===== src/rtl/core/button_gesture_classifier_top_macros.svh =====
// ----------------------------------------------------------------------------
// Button gesture classifier assertion macros
// Shared concurrent assertion helpers, clocked on clk and disabled in reset.
// ----------------------------------------------------------------------------
`ifndef BUTTON_GESTURE_CLASSIFIER_TOP_MACROS_SVH
`define BUTTON_GESTURE_CLASSIFIER_TOP_MACROS_SVH

`ifndef SYNTHESIS

// Same-cycle implication.
`define BGC_ASSERT_NOW(label, ante, cons) \
    label: assert property (@(posedge clk) disable iff (!rst_n) (ante) |-> (cons)) \
        else $error("bgc assertion failed");

// Next-cycle implication.
`define BGC_ASSERT_NEXT(label, ante, cons) \
    label: assert property (@(posedge clk) disable iff (!rst_n) (ante) |=> (cons)) \
        else $error("bgc assertion failed");

`else

`define BGC_ASSERT_NOW(label, ante, cons)
`define BGC_ASSERT_NEXT(label, ante, cons)

`endif

`endif


===== src/rtl/core/bgc_pkg.sv =====
// ----------------------------------------------------------------------------
// Button gesture classifier package
// Shared types, state codes, command codes and register map.
// ----------------------------------------------------------------------------
package bgc_pkg;

    localparam int TimeW  = 32;
    localparam int LimitW = 16;
    localparam int CmdW   = 2;
    localparam int StateW = 2;
    localparam int AddrW  = 4;
    localparam int DataW  = 32;

    // Gesture states.
    localparam logic [StateW-1:0] ST_IDLE  = 2'd0;
    localparam logic [StateW-1:0] ST_DOWN1 = 2'd1;
    localparam logic [StateW-1:0] ST_WAIT  = 2'd2;
    localparam logic [StateW-1:0] ST_DOWN2 = 2'd3;

    // Command codes.
    localparam logic [CmdW-1:0] CMD_PAUSE  = 2'd0;
    localparam logic [CmdW-1:0] CMD_RESUME = 2'd1;
    localparam logic [CmdW-1:0] CMD_CLEAR  = 2'd2;
    localparam logic [CmdW-1:0] CMD_SKIP   = 2'd3;

    // Register indexes (word address bits [3:2]).
    localparam logic [1:0] REG_SHORT_CLICK = 2'd0;
    localparam logic [1:0] REG_HOLD        = 2'd1;
    localparam logic [1:0] REG_DBL_GAP     = 2'd2;

    localparam logic [LimitW-1:0] SHORT_CLICK_RESET = 16'd200;
    localparam logic [LimitW-1:0] HOLD_RESET        = 16'd1000;
    localparam logic [LimitW-1:0] DBL_GAP_RESET     = 16'd300;

    typedef struct packed {
        logic [LimitW-1:0] short_click_limit;
        logic [LimitW-1:0] hold_limit;
        logic [LimitW-1:0] double_click_gap;
    } cfg_t;

    typedef struct packed {
        logic             press_seen;
        logic             release_seen;
        logic [TimeW-1:0] press_time;
        logic [TimeW-1:0] release_time;
        logic [TimeW-1:0] now_time;
        logic             is_playing;
    } poll_t;

endpackage


===== src/rtl/core/button_gesture_classifier_top.sv =====
// ----------------------------------------------------------------------------
// Button gesture classifier top level
// Classifies button polls into pause, resume, skip and clear commands.
// ----------------------------------------------------------------------------
// Usage:
//   Poll channel: poll_valid with the six poll fields; a transaction is taken
//   at a rising edge with poll_valid high and poll_stall low.
//   Command channel: cmd_valid with command; a transaction completes at a
//   rising edge with cmd_valid high and cmd_stall low. A poll yields zero or
//   one command transaction.
//   A taken poll passes through the input register and then the result
//   register, which presents its command on cmd_valid. Throughput is one
//   poll per cycle while the receiver does not stall; the rate is set by the
//   input register and the result register, with the gesture state updated
//   as a poll moves from the one to the other.
//   When the receiver stalls, the command register holds its value and the
//   input register can still take one more poll; poll_stall rises only when
//   both registers are occupied and the downstream side stalls.
//   Reset (rst_n low, asynchronous) returns the gesture state to idle, empties
//   both registers and loads the default limits (200, 1000, 300 ticks).
//   The APB-style port at byte addresses 0, 4 and 8 holds the short click
//   limit, hold limit and double click gap; write it only while idle.
// ----------------------------------------------------------------------------
`include "button_gesture_classifier_top_macros.svh"

module button_gesture_classifier_top (
    input  logic                        clk,
    input  logic                        rst_n,
    // Poll channel
    input  logic                        poll_valid,
    output logic                        poll_stall,
    input  logic                        press_seen,
    input  logic                        release_seen,
    input  logic [bgc_pkg::TimeW-1:0]   press_time,
    input  logic [bgc_pkg::TimeW-1:0]   release_time,
    input  logic [bgc_pkg::TimeW-1:0]   now_time,
    input  logic                        is_playing,
    // Command channel
    output logic                        cmd_valid,
    input  logic                        cmd_stall,
    output logic [bgc_pkg::CmdW-1:0]    command,
    // Configuration port
    input  logic                        psel,
    input  logic                        penable,
    input  logic                        pwrite,
    input  logic [bgc_pkg::AddrW-1:0]   paddr,
    input  logic [bgc_pkg::DataW-1:0]   pwdata,
    output logic [bgc_pkg::DataW-1:0]   prdata,
    output logic                        pready
);
    import bgc_pkg::*;

    cfg_t            cfg;
    poll_t           poll_reg;
    poll_t           poll_next;
    logic            in_vld_reg;
    logic            in_vld_next;
    logic            cmd_vld_reg;
    logic            cmd_vld_next;
    logic [CmdW-1:0] cmd_reg;
    logic [CmdW-1:0] cmd_next;
    logic            poll_take;
    logic            advance;
    logic            emit;
    logic [CmdW-1:0] cmd;

    // The held poll moves on whenever the command register is free or drains.
    assign advance    = in_vld_reg && (!cmd_vld_reg || !cmd_stall);
    assign poll_stall = in_vld_reg && !advance;
    assign poll_take  = poll_valid && !poll_stall;

    assign cmd_valid = cmd_vld_reg;
    assign command   = cmd_reg;

    bgc_regs u_regs (
        .clk     (clk),
        .rst_n   (rst_n),
        .psel    (psel),
        .penable (penable),
        .pwrite  (pwrite),
        .paddr   (paddr),
        .pwdata  (pwdata),
        .prdata  (prdata),
        .pready  (pready),
        .cfg     (cfg)
    );

    bgc_classify u_classify (
        .clk   (clk),
        .rst_n (rst_n),
        .step  (advance),
        .poll  (poll_reg),
        .cfg   (cfg),
        .emit  (emit),
        .cmd   (cmd)
    );

    // Input register: loads a new poll transaction whenever one is taken.
    always_comb
    begin
        poll_next   = poll_reg;
        in_vld_next = in_vld_reg;
        if (poll_take)
        begin
            poll_next.press_seen   = press_seen;
            poll_next.release_seen = release_seen;
            poll_next.press_time   = press_time;
            poll_next.release_time = release_time;
            poll_next.now_time     = now_time;
            poll_next.is_playing   = is_playing;
            in_vld_next            = 1'b1;
        end
        else if (advance)
        begin
            in_vld_next = 1'b0;
        end
    end

    // Result register: holds a command until the receiver takes it.
    always_comb
    begin
        cmd_next     = cmd_reg;
        cmd_vld_next = cmd_vld_reg;
        if (advance && emit)
        begin
            cmd_next     = cmd;
            cmd_vld_next = 1'b1;
        end
        else if (cmd_vld_reg && !cmd_stall)
        begin
            cmd_vld_next = 1'b0;
        end
    end

    always_ff @(posedge clk or negedge rst_n)
    begin
        if (!rst_n)
        begin
            in_vld_reg  <= 1'b0;
            cmd_vld_reg <= 1'b0;
        end
        else
        begin
            in_vld_reg  <= in_vld_next;
            cmd_vld_reg <= cmd_vld_next;
        end
    end

    always_ff @(posedge clk)
    begin
        poll_reg <= poll_next;
        cmd_reg  <= cmd_next;
    end

    // Back-pressure reaches the poll side only with both registers full.
    `BGC_ASSERT_NOW(a_stall_cause, poll_stall, in_vld_reg && cmd_vld_reg && cmd_stall)
    // A fresh command always comes from a poll that was held in the input register.
    `BGC_ASSERT_NOW(a_cmd_source, $rose(cmd_vld_reg), $past(in_vld_reg))

endmodule


===== src/rtl/core/bgc_regs.sv =====
// ----------------------------------------------------------------------------
// Button gesture classifier configuration registers
// APB-style register file holding the three timing limits.
// ----------------------------------------------------------------------------
module bgc_regs (
    input  logic                        clk,
    input  logic                        rst_n,
    input  logic                        psel,
    input  logic                        penable,
    input  logic                        pwrite,
    input  logic [bgc_pkg::AddrW-1:0]   paddr,
    input  logic [bgc_pkg::DataW-1:0]   pwdata,
    output logic [bgc_pkg::DataW-1:0]   prdata,
    output logic                        pready,
    output bgc_pkg::cfg_t               cfg
);
    import bgc_pkg::*;

    cfg_t       cfg_reg;
    cfg_t       cfg_next;
    logic       wr_en;
    logic [1:0] reg_idx;

    assign pready  = 1'b1;
    assign wr_en   = psel && penable && pwrite;
    assign reg_idx = paddr[3:2];
    assign cfg     = cfg_reg;

    always_comb
    begin
        cfg_next = cfg_reg;
        if (wr_en)
        begin
            unique case (reg_idx)
                REG_SHORT_CLICK: cfg_next.short_click_limit = pwdata[LimitW-1:0];
                REG_HOLD:        cfg_next.hold_limit        = pwdata[LimitW-1:0];
                REG_DBL_GAP:     cfg_next.double_click_gap  = pwdata[LimitW-1:0];
                default:         cfg_next = cfg_reg;
            endcase
        end
    end

    always_comb
    begin
        unique case (reg_idx)
            REG_SHORT_CLICK: prdata = {{(DataW-LimitW){1'b0}}, cfg_reg.short_click_limit};
            REG_HOLD:        prdata = {{(DataW-LimitW){1'b0}}, cfg_reg.hold_limit};
            REG_DBL_GAP:     prdata = {{(DataW-LimitW){1'b0}}, cfg_reg.double_click_gap};
            default:         prdata = '0;
        endcase
    end

    always_ff @(posedge clk or negedge rst_n)
    begin
        if (!rst_n)
        begin
            cfg_reg.short_click_limit <= SHORT_CLICK_RESET;
            cfg_reg.hold_limit        <= HOLD_RESET;
            cfg_reg.double_click_gap  <= DBL_GAP_RESET;
        end
        else
        begin
            cfg_reg <= cfg_next;
        end
    end

endmodule


===== src/rtl/core/bgc_classify.sv =====
// ----------------------------------------------------------------------------
// Button gesture classifier state machine
// Four-state gesture tracker that turns one poll into at most one command.
// ----------------------------------------------------------------------------
`include "button_gesture_classifier_top_macros.svh"

module bgc_classify (
    input  logic                      clk,
    input  logic                      rst_n,
    input  logic                      step,
    input  bgc_pkg::poll_t            poll,
    input  bgc_pkg::cfg_t             cfg,
    output logic                      emit,
    output logic [bgc_pkg::CmdW-1:0]  cmd
);
    import bgc_pkg::*;

    logic [StateW-1:0] state_reg;
    logic [StateW-1:0] state_next;
    logic [StateW-1:0] state_upd;
    logic [TimeW-1:0]  rel_minus_press;
    logic [TimeW-1:0]  press_minus_rel;
    logic [TimeW-1:0]  now_minus_press;
    logic [TimeW-1:0]  now_minus_rel;
    logic [TimeW-1:0]  short_lim;
    logic [TimeW-1:0]  hold_lim;
    logic [TimeW-1:0]  gap_lim;
    logic [CmdW-1:0]   single_cmd;

    // All differences wrap modulo 2^32.
    assign rel_minus_press = poll.release_time - poll.press_time;
    assign press_minus_rel = poll.press_time - poll.release_time;
    assign now_minus_press = poll.now_time - poll.press_time;
    assign now_minus_rel   = poll.now_time - poll.release_time;

    assign short_lim = {{(TimeW-LimitW){1'b0}}, cfg.short_click_limit};
    assign hold_lim  = {{(TimeW-LimitW){1'b0}}, cfg.hold_limit};
    assign gap_lim   = {{(TimeW-LimitW){1'b0}}, cfg.double_click_gap};

    assign single_cmd = poll.is_playing ? CMD_PAUSE : CMD_RESUME;

    always_comb
    begin
        state_upd = state_reg;
        emit      = 1'b0;
        cmd       = CMD_PAUSE;
        unique case (state_reg)
            ST_IDLE:
            begin
                if (poll.press_seen)
                begin
                    state_upd = ST_DOWN1;
                end
            end
            ST_DOWN1:
            begin
                if (poll.release_seen)
                begin
                    if (rel_minus_press > short_lim)
                    begin
                        state_upd = ST_IDLE;
                        emit      = 1'b1;
                        cmd       = single_cmd;
                    end
                    else
                    begin
                        state_upd = ST_WAIT;
                    end
                end
                else if (now_minus_press >= hold_lim)
                begin
                    state_upd = ST_IDLE;
                    emit      = 1'b1;
                    cmd       = CMD_CLEAR;
                end
            end
            ST_WAIT:
            begin
                if (poll.press_seen)
                begin
                    if (press_minus_rel > gap_lim)
                    begin
                        state_upd = ST_IDLE;
                        emit      = 1'b1;
                        cmd       = single_cmd;
                    end
                    else
                    begin
                        state_upd = ST_DOWN2;
                    end
                end
                else if (now_minus_rel > gap_lim)
                begin
                    state_upd = ST_IDLE;
                    emit      = 1'b1;
                    cmd       = single_cmd;
                end
            end
            ST_DOWN2:
            begin
                if (poll.release_seen)
                begin
                    state_upd = ST_IDLE;
                    emit      = 1'b1;
                    cmd       = (rel_minus_press <= short_lim) ? CMD_SKIP : single_cmd;
                end
            end
            default:
            begin
                state_upd = ST_IDLE;
            end
        endcase
    end

    assign state_next = step ? state_upd : state_reg;

    always_ff @(posedge clk or negedge rst_n)
    begin
        if (!rst_n)
        begin
            state_reg <= ST_IDLE;
        end
        else
        begin
            state_reg <= state_next;
        end
    end

    // Idle never produces a command.
    `BGC_ASSERT_NOW(a_idle_silent, state_reg == ST_IDLE, !emit)
    // Every emitted command ends the gesture.
    `BGC_ASSERT_NEXT(a_emit_to_idle, step && emit, state_reg == ST_IDLE)
    // Skip only comes out of the second press.
    `BGC_ASSERT_NOW(a_skip_from_down2, emit && cmd == CMD_SKIP, state_reg == ST_DOWN2)

endmodule

===== config.mk =====
export PLATFORM = sky130hd
export DESIGN_NAME = button_gesture_classifier_top
export DESIGN_NICKNAME = d
export VERILOG_FILES = /design/src/rtl/core/bgc_pkg.sv /design/src/rtl/core/button_gesture_classifier_top.sv /design/src/rtl/core/bgc_regs.sv /design/src/rtl/core/bgc_classify.sv
export VERILOG_INCLUDE_DIRS = /design/src /design/src/rtl/core
export SDC_FILE = /design/constraint.sdc
export NUM_CORES = 1
export LEC_CHECK = 0
export BUFFER_PORTS_ARGS = -buffer_cell sky130_fd_sc_hd__buf_4
export CORE_MARGIN = 4
export CORE_UTILIZATION = 45
export DETAILED_ROUTE_END_ITERATION = 7
export SLEW_MARGIN = 0
export SYNTH_ARGS = -nofsm -noshare
export SYNTH_HDL_FRONTEND = slang
export SYNTH_SLANG_ARGS = --single-unit
export TNS_END_PERCENT = 30

===== constraint.sdc =====
create_clock -name clk -period 7.8 [get_ports clk]
set_clock_uncertainty 0.15 [all_clocks]
set_input_delay 1.17 -clock clk [delete_from_list [all_inputs] [get_ports clk]]
set_output_delay 1.17 -clock clk [all_outputs]
set_load 0.01 [all_outputs]

==> flow_summary.toml <==
[yosys]
syn_inst = 1707
synth_flop_cell = "edfxtp_1"
netlist_top_cells_area = "edfxtp_1, ha_1, dfrtp_1, a21oi_1, o21ai_0"
yosysMostFrequentCell = "ha_1"
synth_seq_cells = 153
synth_cell_types = 74
synth_edf_count = 101
synth.avg_cell_area_sq_um = 8.52
async_flop_share_pct = 34.0
synthTopCellsByCount = "ha_1, nand2_1, a21oi_1, inv_1, o21ai_0"
yosysWarnings = 0
synth.top_cell.area_share_pct = 20.9
yosysSeqAreaShare_pct = 29.9
yosysTopAreaCell = "edfxtp_1"
syn-cell-area_sq_um = 14500

[worst_hold_path]
min_to = "u_regs.cfg[39]"
holdPathStages = 2
hold_start = "u_regs.cfg[39]"
hold_class = "flip-flop to flip-flop"

[drt]
drc_errors = 0
wl_per_cell_microns = 21.2
drt_iter0_drc = 1101
ant_nets = 0
vias = 13200
drt_pass1_iterations = 6
viasPerCell = 5.94
drt-total-wl_mm = 46.8

[worst_setup_path]
endpoint_kind = "flip-flop"
critPathTopFamily = "compound AO/OA/AOI/OAI gates"
cp.arrival_ns = 6.05
critPathBufInv = 1
worstPathCellList = "inv_1 -> ha_1 -> nand3b_1 -> a21oi_1 -> nor2_1 -> o21ai_0 -> xor2_1 -> ha_1 -> nand2_1 -> a2111oi_0 -> a2111oi_0 -> or4_1 -> and4_1 -> nand3_1 -> nor4b_1 -> a311oi_1 -> o2111ai_1 -> o21ai_1"
critPathMaxStageDelay_ns = 0.92
critPathLaunchType = "flip-flop"
r2r-end = "command[0]"
required_ns = 7.84
cp_slowest_cell = "a2111oi_0"
cp_max_fo = 4
r2r-start = "poll_reg[66]"
r2r_slack_ns = 1.79
rr_worst_depth = 18
criticalPathCategory = "flip-flop to flip-flop"

[layout]
final_cells = 2212
post-route-util_pct = 51.7
nets = 2131
drive_gt1_share_pct = 13.1
syn_to_final_growth_pct = 12.7
largest_reg_flops = 99
antennaDiodeCount = 0
fill_cells = 3022

[placement]
gp_congestion = 0.952
io_buffers = 143
dp_hpwl_mm = 38.7
place_inst = 2180

[clocking]
clock_latency_ns = 0.46
cts-root-buf = "clkbuf_16"
htree_levels = 4
cts_hold_buf = 0
cts.sinks = 153
cts_setup_buffers = 0
cts-resized-gates = 0
cts_buffers = 17
clkSlewWorstSetupHoldPaths_ns = 0.07
clockBufferDepth = 2
cts_tree = "yes"

[floorplan]
start_util_pct = 45.9
die-area_sq_um = 35300
core_area_sq_um = 31700
ios = 179
row_count = 65
die_h_microns = 188
fp.dieW_microns = 188

[sta]
post-route-min-period_ns = 6.01
max-slew-margin-rel_pct = 29.2
hold_viol = 0
fmax_mhz = 166
rsz0062_at_grt = "no"
timing.final.crit_share_pct = 77.1
fin_tns_setup_ns = 0
worstMarginPinSlew_ns = 1.04
setup-violations-final = 0
drv_slew = 0

[global_route]
grt_pass1_vias = 12500
grt.overflow.total = 0
grt_pass1_wl_mm = 72.1
gr-usage-all-layers_pct = 26.1
antenna_found_initial = 0
grt_max_degree = 70

[flow_run]
max-cap-violations = 0

[pwr]
power.leakage_nw = 7.10
vdd.ir_drop.worst_mv = 0.181
total_power_mw = 3.67
p_per_area_nw_per_um2 = 224

[outcome]
status = "complete, no violations"
-- placed cells by master, fill, tap and decap left out, drive strengths merged, types with 16 or more instances in the layout --
master  synthesis  layout
ha            188     188
nand2         172     172
a21oi         167     167
inv           140     149
buf            26     147
o21ai         138     138
edfxtp        101     101
nor2           90      90
xnor2          60      60
nand4          46      46
dfrtp          39      39
nand3          38      38
xor2           35      35
o21a           32      32
a21o           31      31
mux2i          25      25
o211ai         24      24
nor3           23      23
mux2           21      21
a211oi         19      19
clkbuf         65      19
conb            2      17
nor4           16      16
-- cell families (layout without fill, tap and decap cells) --
group | after synthesis | count (layout) | share of synthesized area (%)
AO/OA/AOI/OAI | 516 | 516 | 22.1
AND/OR/NAND/NOR | 472 | 472 | 15.6
buffers and inverters | 231 | 319 | 6.49
adder cells (fa/ha/maj) | 192 | 192 | 16.7
flip-flops | 153 | 153 | 29.9
XOR/XNOR | 95 | 95 | 5.72
multiplexers | 46 | 46 | 3.35
other | 2 | 17 | 0.0516
-- through the flow --
| step | setup slack, ns | area [sq um] | hold WS [ns] |
|---|---|---|---|
| 2_1_floorplan | 3.22 | 14600 | 0.339 |
| 3_3_place_gp | 2.03 | 15800 | 0.363 |
| 3_5_place_dp | 1.94 | 15800 | 0.376 |
| 4_1_cts | 1.89 | 16400 | 0.387 |
| 5_1_grt | 1.47 | 16400 | 0.424 |
| 6_report | 1.79 | 16400 | 0.382 |
-- power by group --
| part | switching, mW | total [mW] | internal [mW] |
|---|---|---|---|
| logic | 1.06 | 1.72 | 0.669 |
| registers | 0.0856 | 1.09 | 1.01 |
| clock network | 0.381 | 0.857 | 0.476 |
-- layout make-up --
type | count | area [sq um] | area share [%]
Multi-Input combinational cell | 1338 | 9320 | 56.8
Clock buffer | 19 | 464 | 2.83
Sequential cell | 153 | 4350 | 26.5
Tap cell | 402 | 503 | 3.07
Inverter | 140 | 526 | 3.21
Timing Repair Buffer | 147 | 1100 | 6.73
Clock inverter | 13 | 129 | 0.786
-- worst max-delay path by stage --
stage / cells past startpoint / to / slack, ns / from
CTS: 18 / command[0] / 1.89 / poll_reg[66]
detailed placement: 18 / command[0] / 1.94 / poll_reg[66]
floorplan: 21 / command[0] / 3.22 / poll_reg[34]
finish: 18 / command[0] / 1.79 / poll_reg[66]
global route: 18 / command[0] / 1.47 / poll_reg[65]
global placement: 21 / command[0] / 2.03 / poll_reg[34]
-- worst register-to-register path, stage by stage, from the launching register on --
cell and delay [ns]:
edfxtp_1 0.46, inv_1 0.15, ha_1 0.30, nand3b_1 0.10
a21oi_1 0.31, nor2_1 0.16, o21ai_0 0.29, xor2_1 0.30
ha_1 0.31, nand2_1 0.10, a2111oi_0 0.07, a2111oi_0 0.92
or4_1 0.25, and4_1 0.19, nand3_1 0.07, nor4b_1 0.89
a311oi_1 0.29, o2111ai_1 0.31, o21ai_1 0.14
-- routing by layer --
| layer | part of all wire (%) | wire [microns] | track usage (%) | vias to the layer above |
|---|---|---|---|---|
| li1 | - | - | - | 6375 |
| met1 | 49 | 23000 | 40.8 | 6257 |
| met2 | 42 | 19600 | 37.8 | 490 |
| met3 | 7.9 | 3680 | 4.95 | 28 |
| met4 | 1.0 | 470 | 4.29 | 0 |
| met5 | 0 | 0 | 0 | - |
Power figures use the tool's default switching activity.
